**src/rtl/core/ifbs_pkg.sv**
```systemverilog
// Shared types and constants for the information frame byte stuffer.
package ifbs_pkg;

  // Default depth of the request queue between front and back
  localparam int QueueDepthDefault = 4;

  // XOR mask applied to an escaped byte
  localparam logic [7:0] STUFF_MASK = 8'h20;

  // Configuration register indexes
  localparam logic [2:0] REG_FLAG     = 3'd0;
  localparam logic [2:0] REG_ESCAPE   = 3'd1;
  localparam logic [2:0] REG_ADDRESS  = 3'd2;
  localparam logic [2:0] REG_CTL_ZERO = 3'd3;
  localparam logic [2:0] REG_CTL_ONE  = 3'd4;

  // Configuration reset values
  localparam logic [7:0] FLAG_RESET     = 8'h7E;
  localparam logic [7:0] ESCAPE_RESET   = 8'h7D;
  localparam logic [7:0] ADDRESS_RESET  = 8'h03;
  localparam logic [7:0] CTL_ZERO_RESET = 8'h00;
  localparam logic [7:0] CTL_ONE_RESET  = 8'h40;

  // Configuration register set
  typedef struct packed {
    logic [7:0] flag;
    logic [7:0] escape;
    logic [7:0] address;
    logic [7:0] ctl_zero;
    logic [7:0] ctl_one;
  } cfg_t;

  // One classified request, as queued for the back end
  typedef struct packed {
    logic [7:0] data;
    logic       start;
    logic       last;
    logic       seq;
    logic [7:0] bcc;
  } entry_t;

endpackage

```
**src/rtl/core/info_frame_byte_stuffer.sv**
```systemverilog
// Top level of the information frame byte stuffer: config registers, front, queue, back.
// The first line byte of a request passes through the queue and then the output register.
// Throughput: one line byte per cycle while out_stall is low; a request yields 1 to 9 bytes,
// and the queue lets the front take a new request every cycle while it has room.
// Reset (synchronous, active high) empties the queue and output register, clears BCC2 and
// restores all configuration registers to their defaults.
module info_frame_byte_stuffer import ifbs_pkg::*; #(
  parameter int QueueDepth = QueueDepthDefault
) (
  input  logic       clk,
  input  logic       rst,
  input  logic       cfg_write,
  input  logic [2:0] cfg_index,
  input  logic [7:0] cfg_data,
  input  logic       in_valid,
  output logic       in_stall,
  input  logic [7:0] payload_byte,
  input  logic       frame_start,
  input  logic       payload_last,
  input  logic       sequence_bit,
  output logic       out_valid,
  input  logic       out_stall,
  output logic [7:0] line_byte,
  output logic       run_last,
  output logic       frame_done
);

  cfg_t   cfg;
  logic   queue_full;
  logic   push;
  entry_t push_entry;
  logic   pop;
  logic   head_valid;
  entry_t head;

  // Write configuration registers; ignore unknown indexes
  always_ff @(posedge clk) begin
    if (rst) begin
      cfg.flag     <= FLAG_RESET;
      cfg.escape   <= ESCAPE_RESET;
      cfg.address  <= ADDRESS_RESET;
      cfg.ctl_zero <= CTL_ZERO_RESET;
      cfg.ctl_one  <= CTL_ONE_RESET;
    end else if (cfg_write) begin
      case (cfg_index)
        REG_FLAG:     cfg.flag     <= cfg_data;
        REG_ESCAPE:   cfg.escape   <= cfg_data;
        REG_ADDRESS:  cfg.address  <= cfg_data;
        REG_CTL_ZERO: cfg.ctl_zero <= cfg_data;
        REG_CTL_ONE:  cfg.ctl_one  <= cfg_data;
        default: ;
      endcase
    end
  end

  ifbs_front u_front (
    .clk          (clk),
    .rst          (rst),
    .in_valid     (in_valid),
    .in_stall     (in_stall),
    .payload_byte (payload_byte),
    .frame_start  (frame_start),
    .payload_last (payload_last),
    .sequence_bit (sequence_bit),
    .queue_full   (queue_full),
    .push         (push),
    .push_entry   (push_entry)
  );

  ifbs_fifo #(
    .Depth (QueueDepth)
  ) u_fifo (
    .clk        (clk),
    .rst        (rst),
    .push       (push),
    .push_entry (push_entry),
    .pop        (pop),
    .full       (queue_full),
    .head_valid (head_valid),
    .head       (head)
  );

  ifbs_back u_back (
    .clk        (clk),
    .rst        (rst),
    .cfg        (cfg),
    .head_valid (head_valid),
    .head       (head),
    .pop        (pop),
    .out_valid  (out_valid),
    .out_stall  (out_stall),
    .line_byte  (line_byte),
    .run_last   (run_last),
    .frame_done (frame_done)
  );

endmodule

```
**src/rtl/core/ifbs_front.sv**
```systemverilog
// Front end: accepts payload requests, tracks BCC2 and queues classified entries.
module ifbs_front import ifbs_pkg::*; (
  input  logic       clk,
  input  logic       rst,
  input  logic       in_valid,
  output logic       in_stall,
  input  logic [7:0] payload_byte,
  input  logic       frame_start,
  input  logic       payload_last,
  input  logic       sequence_bit,
  input  logic       queue_full,
  output logic       push,
  output entry_t     push_entry
);

  logic [7:0] parity;
  logic [7:0] parity_next;

  // Accept whenever the queue has room
  assign in_stall = queue_full;
  assign push     = in_valid && !queue_full;

  // Fold the byte into the running XOR, restarting at frame start
  assign parity_next = (frame_start ? 8'h00 : parity) ^ payload_byte;

  always_comb begin
    push_entry.data  = payload_byte;
    push_entry.start = frame_start;
    push_entry.last  = payload_last;
    push_entry.seq   = sequence_bit;
    push_entry.bcc   = parity_next;
  end

  // Hold the running parity; clear it after the closing request
  always_ff @(posedge clk) begin
    if (rst) begin
      parity <= 8'h00;
    end else if (push) begin
      parity <= payload_last ? 8'h00 : parity_next;
    end
  end

endmodule

```
**src/rtl/core/ifbs_fifo.sv**
```systemverilog
// Small request queue between the front end and the back end.
module ifbs_fifo import ifbs_pkg::*; #(
  parameter int Depth = QueueDepthDefault
) (
  input  logic   clk,
  input  logic   rst,
  input  logic   push,
  input  entry_t push_entry,
  input  logic   pop,
  output logic   full,
  output logic   head_valid,
  output entry_t head
);

  localparam int AW = (Depth > 1) ? $clog2(Depth) : 1;
  localparam int CW = $clog2(Depth + 1);

  entry_t         mem [Depth];
  logic [AW-1:0]  wr_ptr;
  logic [AW-1:0]  rd_ptr;
  logic [CW-1:0]  count;

  assign full       = (count == CW'(Depth));
  assign head_valid = (count != '0);
  assign head       = mem[rd_ptr];

  // Write the incoming request
  always_ff @(posedge clk) begin
    if (push) begin
      mem[wr_ptr] <= push_entry;
    end
  end

  // Advance pointers and occupancy
  always_ff @(posedge clk) begin
    if (rst) begin
      wr_ptr <= '0;
      rd_ptr <= '0;
      count  <= '0;
    end else begin
      if (push) begin
        wr_ptr <= (wr_ptr == AW'(Depth - 1)) ? '0 : wr_ptr + 1'b1;
      end
      if (pop) begin
        rd_ptr <= (rd_ptr == AW'(Depth - 1)) ? '0 : rd_ptr + 1'b1;
      end
      if (push && !pop) begin
        count <= count + 1'b1;
      end else if (pop && !push) begin
        count <= count - 1'b1;
      end
    end
  end

endmodule

```
**src/rtl/core/ifbs_back.sv**
```systemverilog
// Back end: expands each queued request into stuffed line bytes, one per cycle while the output is not stalled.
module ifbs_back import ifbs_pkg::*; (
  input  logic       clk,
  input  logic       rst,
  input  cfg_t       cfg,
  input  logic       head_valid,
  input  entry_t     head,
  output logic       pop,
  output logic       out_valid,
  input  logic       out_stall,
  output logic [7:0] line_byte,
  output logic       run_last,
  output logic       frame_done
);

  typedef enum logic [3:0] {
    PH_FLAG,
    PH_ADDR,
    PH_CTL,
    PH_BCC1,
    PH_DATA,
    PH_DATA_ESC,
    PH_BCC2,
    PH_BCC2_ESC,
    PH_CLOSE
  } phase_t;

  phase_t     phase;
  phase_t     phase_cur;
  phase_t     phase_next;
  logic       fresh;
  logic       load;
  logic       item_done;
  logic       close_byte;
  logic [7:0] byte_next;
  logic [7:0] ctl;
  logic       stuff_data;
  logic       stuff_bcc;

  // Pick the first step for a request not yet started
  assign phase_cur = fresh ? (head.start ? PH_FLAG : PH_DATA) : phase;

  assign ctl        = head.seq ? cfg.ctl_one : cfg.ctl_zero;
  assign stuff_data = (head.data == cfg.escape) || (head.data == cfg.flag);
  assign stuff_bcc  = (head.bcc == cfg.escape) || (head.bcc == cfg.flag);

  // Load the output register when it is empty or being drained
  assign load = head_valid && (!out_valid || !out_stall);
  assign pop  = load && item_done;

  // Decode the current step into a byte and the next step
  always_comb begin
    byte_next  = cfg.flag;
    item_done  = 1'b0;
    close_byte = 1'b0;
    phase_next = PH_FLAG;
    unique case (phase_cur)
      PH_FLAG: begin
        byte_next  = cfg.flag;
        phase_next = PH_ADDR;
      end
      PH_ADDR: begin
        byte_next  = cfg.address;
        phase_next = PH_CTL;
      end
      PH_CTL: begin
        byte_next  = ctl;
        phase_next = PH_BCC1;
      end
      PH_BCC1: begin
        byte_next  = cfg.address ^ ctl;
        phase_next = PH_DATA;
      end
      PH_DATA: begin
        if (stuff_data) begin
          byte_next  = cfg.escape;
          phase_next = PH_DATA_ESC;
        end else begin
          byte_next  = head.data;
          phase_next = PH_BCC2;
          item_done  = !head.last;
        end
      end
      PH_DATA_ESC: begin
        byte_next  = head.data ^ STUFF_MASK;
        phase_next = PH_BCC2;
        item_done  = !head.last;
      end
      PH_BCC2: begin
        if (stuff_bcc) begin
          byte_next  = cfg.escape;
          phase_next = PH_BCC2_ESC;
        end else begin
          byte_next  = head.bcc;
          phase_next = PH_CLOSE;
        end
      end
      PH_BCC2_ESC: begin
        byte_next  = head.bcc ^ STUFF_MASK;
        phase_next = PH_CLOSE;
      end
      PH_CLOSE: begin
        byte_next  = cfg.flag;
        close_byte = 1'b1;
        item_done  = 1'b1;
      end
      default: begin
        item_done = 1'b1;
      end
    endcase
  end

  // Hold step state and the output register
  always_ff @(posedge clk) begin
    if (rst) begin
      out_valid <= 1'b0;
      fresh     <= 1'b1;
      phase     <= PH_FLAG;
    end else if (load) begin
      out_valid  <= 1'b1;
      line_byte  <= byte_next;
      run_last   <= item_done;
      frame_done <= close_byte;
      fresh      <= item_done;
      phase      <= phase_next;
    end else if (!out_stall) begin
      out_valid <= 1'b0;
    end
  end

endmodule

```
**config.mk**
```make
export PLATFORM = sky130hd
export DESIGN_NAME = info_frame_byte_stuffer
export DESIGN_NICKNAME = d
export VERILOG_FILES = /design/src/rtl/core/ifbs_pkg.sv /design/src/rtl/core/info_frame_byte_stuffer.sv /design/src/rtl/core/ifbs_front.sv /design/src/rtl/core/ifbs_fifo.sv /design/src/rtl/core/ifbs_back.sv
export SDC_FILE = /design/constraint.sdc
export NUM_CORES = 1
export LEC_CHECK = 0
export BUFFER_PORTS_ARGS = -buffer_cell sky130_fd_sc_hd__buf_2
export CAP_MARGIN = 10
export CORE_MARGIN = 10
export CORE_UTILIZATION = 30
export DETAILED_ROUTE_END_ITERATION = 10
export PLACE_DENSITY_LB_ADDON = 0.05
export SYNTH_ARGS = -nofsm -noshare
export SYNTH_HDL_FRONTEND = slang
export SYNTH_HIERARCHICAL = 1
export SYNTH_SLANG_ARGS = --single-unit
```
**constraint.sdc**
```tcl
create_clock -name clk -period 6.1 [get_ports clk]
set_input_delay 0.61 -clock clk [delete_from_list [all_inputs] [get_ports clk]]
set_output_delay 0.61 -clock clk [all_outputs]
set_load 0.03 [all_outputs]
```
Word-level counts from Yosys, hierarchy flattened
Memory sizes are Yosys's and may differ from the RTL's. A register that Yosys moved wholly into a read port is not among the register bits. Cells that the tools add are included.

Add/subtract/negate cells: 4. Eq/ne operators: 20. Multiplexer cells: 24. Bitwise operators: 5. Reduce and logical (&&, ||, !) cells: 25.

Operators with widths (number): $pmux 8 s7 (1); $mux 8 (5); $eq 8x8->1 (4); $pmux 4 s8 (1); $eq 4x3->1 const B (4); $xor 8x8->8 (2); $reduce_and 2->1 (6); $mux 2 (5); $mux 3 (3); $eq 4x2->1 const B (2); $mux 4 (2); $eq 3x2->1 const B (2); $eq 3x3->1 const B (2); $logic_not 1->1 (6); $mux 1 (6); $reduce_or 6->1 (1); $logic_and 1x1->1 (5); $add 2x1->2 const B (2); $eq 2x2->1 const B (2); $eq 4x1->1 const B (1); $eq 4x4->1 const B (1); $logic_not 4->1 (1); $add 3x1->3 const B (1); $eq 3x1->1 const B (1); other kinds (8) (12).

Register bits: 71. RAM bits: 76. Bits of input ports: 27. Output and inout port bits: 12. Logic and storage cells: 94. Memories: 1.

Memories: u_fifo.mem (words 4, width 19, rd ports 1, clocked after Yosys merged registers in 1, wr ports 1, RTL line ifbs_fifo.sv:18) `entry_t mem [Depth];`.

Logic depth before layout (Yosys ltp)
Word-level depth: 9. Gate-level depth with buffers: 16. Depth with buffers taken out: 14.

Hierarchy
Netlist, hierarchy kept.

By module, submodules not included: ifbs_fifo (times used 1, cells an instance 143, area an instance 3226.8 sq um, sequential area each 2462.4 sq um); info_frame_byte_stuffer (times used 1, cells an instance 151, area an instance 1631.6 sq um, sequential area each 800.8 sq um); ifbs_back (times used 1, cells an instance 175, area an instance 1591.5 sq um, sequential area each 420.4 sq um); ifbs_front (times used 1, cells an instance 48, area an instance 499.2 sq um, sequential area each 160.2 sq um).

Least setup slack after synthesis
No wires, ideal clock.

Kind: register -> register. Start: register with a tool-made name. End: register u_fifo.count[2]. Setup time: 70 ps. Arrival time: 3378 ps. Required time: 6030 ps. Slack: 2652 ps. Cell stages (with the launch flop): 17. Period minus slack after synthesis: 3448 ps. Path through: dfxtp_1 -> buf_6 -> buf_12 -> mux4_2 -> xor2_1 -> nor4_4 -> a221o_2 -> a21oi_1 -> nor2_1 -> nor2_1 -> inv_1 -> ha_1 -> inv_1 -> fa_1 -> xor2_1 -> or3_1 -> a21oi_1.

RTL lines: end signal: assignment (RTL line ifbs_fifo.sv:48) `count <= count + 1'b1;`; end signal: assignment (RTL line ifbs_fifo.sv:50) `count <= count - 1'b1;`; end: declaration (RTL line ifbs_fifo.sv:21) `logic [CW-1:0] count;`.

==> flow_summary.json <==
{
  "status": "finished, final reports clean",
  "port_buffers": 38,
  "rows": 55,
  "chipHeight_microns": 172,
  "num_vias": 4031,
  "synth_seq_cells": 149,
  "gr-total-overflow": 0,
  "drv_cap": 0,
  "synth-edff-count": 86,
  "dp_hpwl_microns": 11700,
  "fmax_mhz": 249,
  "synth.distinct_cells": 56,
  "grt_pass1_wl_microns": 25400,
  "final-hold-violation-count": 0,
  "ctsResizeCount": 0,
  "critPathKind": "flip-flop to flip-flop",
  "max_slew_margin": 0.281,
  "crit_path_end_kind": "flip-flop",
  "ant_nets": 0,
  "post-route-min-period_ns": 4.01,
  "tns_ns": 0,
  "drt-initial-drc-count": 313,
  "drc": 0,
  "fin_crit_sh": 0.658,
  "drive_above_1_share": 0.192,
  "routed_wl_microns": 16200,
  "post-place-ws_ns": 2.04,
  "grt_pass1_vias": 4228,
  "ys_seq_area_frac": 0.553,
  "async_reset_ff_frac": 0,
  "start_util": 0.306,
  "crit_arrival_ns": 4.36,
  "htreeDepth": 4,
  "nets": 579,
  "synth_ff_type": "edfxtp_1",
  "vdd_drop_max_uv": 136,
  "slew_viol_final": 0,
  "numClockSinks": 149,
  "hold_buffers": 0,
  "yosys_warnings": 6,
  "drt-vias-per-instance": 4.78,
  "cts.clk_slew.worst_paths_ns": 0.06,
  "setup_viol": 0,
  "numCtsBuffers": 17,
  "worstHoldPathType": "input pin to flip-flop",
  "die_area_sq_mm": 0.0297,
  "avgSynthCellArea_sq_um": 13.4,
  "post_cts_buffers": 0,
  "detail_route.wl_per_cell_microns": 19.2,
  "p_leak_nw": 2.79,
  "clock_path_buffers": 2,
  "path_max_fanout": 19,
  "setup.worst_path.start_class": "flip-flop",
  "cp_data_required_time_ns": 6.45,
  "postSynthCellCount": 517,
  "setup_slack_ns": 2.09,
  "synthesis.nets": 551,
  "finClkSkew_ns": 0.0115,
  "p_per_area_mw_per_mm2": 411,
  "drt_pre_antenna_iters": 5,
  "area_growth_pct": 13.6,
  "cts_tree": "built",
  "rsz0062_at_grt": "false",
  "core_sq_mm": 0.0227,
  "routabilityCongestion": 0.872,
  "die_w_microns": 172,
  "grt_antenna_before_repair": 0,
  "diodes": 0,
  "clk_latency_ns": 0.43,
  "ioPinCount": 39,
  "grt_max_degree": 72,
  "p_total_mw": 3.25,
  "track_usage": 0.115,
  "netlist_area_sq_mm": 0.00695,
  "worst_pin_slew_ns": 1.08,
  "cts-root-buf": "clkbuf_16"
}
[cells by family after synthesis]
group | after synthesis | synth area share
buffers and inverters | 43 | 0.0416
DFF | 149 | 0.553
and+or+nand+nor | 144 | 0.122
xor gates and xnor gates | 50 | 0.0641
muxes | 73 | 0.144
adders and majority gates | 7 | 0.0137
AOI/OAI and AO/OA | 51 | 0.0610
[power breakdown]
part / internal (mW) / switching, mW / total [mW]
Combinational: 0.307 / 0.536 / 0.843
Sequential: 1.21 / 0.0991 / 1.31
Clock: 0.655 / 0.436 / 1.09
Total: 2.18 / 1.07 / 3.25
[synth_stat cells, drive strengths merged (2+ instances only)]
cell / number / area share
edfxtp: 86 / 0.37
dfxtp: 63 / 0.18
mux2i: 54 / 0.078
nor2: 51 / 0.029
nand2b: 41 / 0.039
xor2: 35 / 0.044
buf: 31 / 0.035
nand2: 20 / 0.012
mux4: 19 / 0.066
xnor2: 15 / 0.020
a21oi: 11 / 0.0079
nor4: 10 / 0.018
a22oi: 9 / 0.010
a32o: 8 / 0.012
inv: 8 / 0.0043
a222oi: 7 / 0.010
ha: 6 / 0.011
o21ai: 6 / 0.0043
and2: 4 / 0.0036
a221oi: 3 / 0.0047
clkbuf: 3 / 0.0016
nor2b: 3 / 0.0027
a221o: 2 / 0.0031
a22o: 2 / 0.0025
and3: 2 / 0.0018
and4bb: 2 / 0.0036
nand4b: 2 / 0.0025
nor3b: 2 / 0.0022
or3: 2 / 0.0018
[per-layer routing]
layer	wire length [microns]	track usage	vias up	part of all wire
li1	-	-	1959	-
met1	7510	0.145	1992	0.46
met2	7940	0.190	63	0.49
met3	512	0.0258	17	0.032
met4	223	0.0439	0	0.014
met5	0	0	-	0
[sequential cells by signal, indices dropped and copies added (netlist names), named ones only]
| signal | count |
|---|---|
| u_back/out_valid | 1 |
| u_fifo/wr_ptr | 2 |
| u_back/line_byte | 8 |
| u_fifo/mem | 76 |
| u_front/parity | 8 |
| cfg | 40 |
| u_fifo/rd_ptr | 2 |
| u_back/fresh | 1 |
| u_fifo/count | 3 |
| u_back/phase | 4 |
| u_back/frame_done | 1 |
| u_back/run_last | 1 |
[final timing paths]
kind | from | endpoint | slack, ns | depth (start not counted)
setup / recovery | flip-flop | u_fifo/count[2] | 2.09 | 14
hold / removal | sequence_bit | u_fifo/mem[1][8] | 0.40 | 1
setup reg to reg | flip-flop | u_fifo/count[2] | 2.09 | 14
hold reg to reg | cfg[18] | cfg[18] | 0.47 | 2
[placed cells by master, fill, tap and decap left out, types with 4 or more instances in the layout]
master	n
a32o_1	8
mux4_1	9
nor4_1	6
nor2_1	48
nand2b_1	35
buf_4	4
ha_1	6
inv_1	7
a21oi_1	11
xor2_1	35
and2_1	4
mux4_2	10
edfxtp_1	86
dfxtp_1	63
a22oi_1	8
xnor2_1	14
nand2b_2	6
buf_2	39
clkbuf_16	17
nand2_1	19
mux2i_1	54
nor4_4	4
a222oi_1	7
[critical path, cell delays in order, from the launching register on]
cell and delay, ns:
dfxtp_1 0.88, mux4_1 0.50, xor2_1 0.21, nor4_4 0.36, a221o_2 0.26, a21oi_1 0.07
nor2_1 0.19, nor2_1 0.12, inv_1 0.10, ha_1 0.17, inv_1 0.07, fa_1 0.38
xor2_1 0.15, or3_1 0.31, a21oi_1 0.15
[final cells by class]
cell class	count	area [sq um]
Inverter	9	33.8
Tap cell	285	357
Clock buffer	17	425
Multi-Input combinational cell	325	2820
Fill cell	2243	14800
Sequential cell	149	3840
Timing Repair Buffer	43	225
Clock inverter	15	193
[per-stage QoR]
step | util | hold WS [ns] | instance area [sq um] | cells
floorplan | - | 0.443 | 6950 | 517
global placement | 0.320 | 0.449 | 7270 | 810
detailed placement | 0.320 | 0.464 | 7270 | 810
CTS | 0.347 | 0.378 | 7890 | 842
global route | 0.348 | 0.391 | 7890 | 843
finish | 0.348 | 0.397 | 7890 | 843
Power figures use the tool's default switching activity.
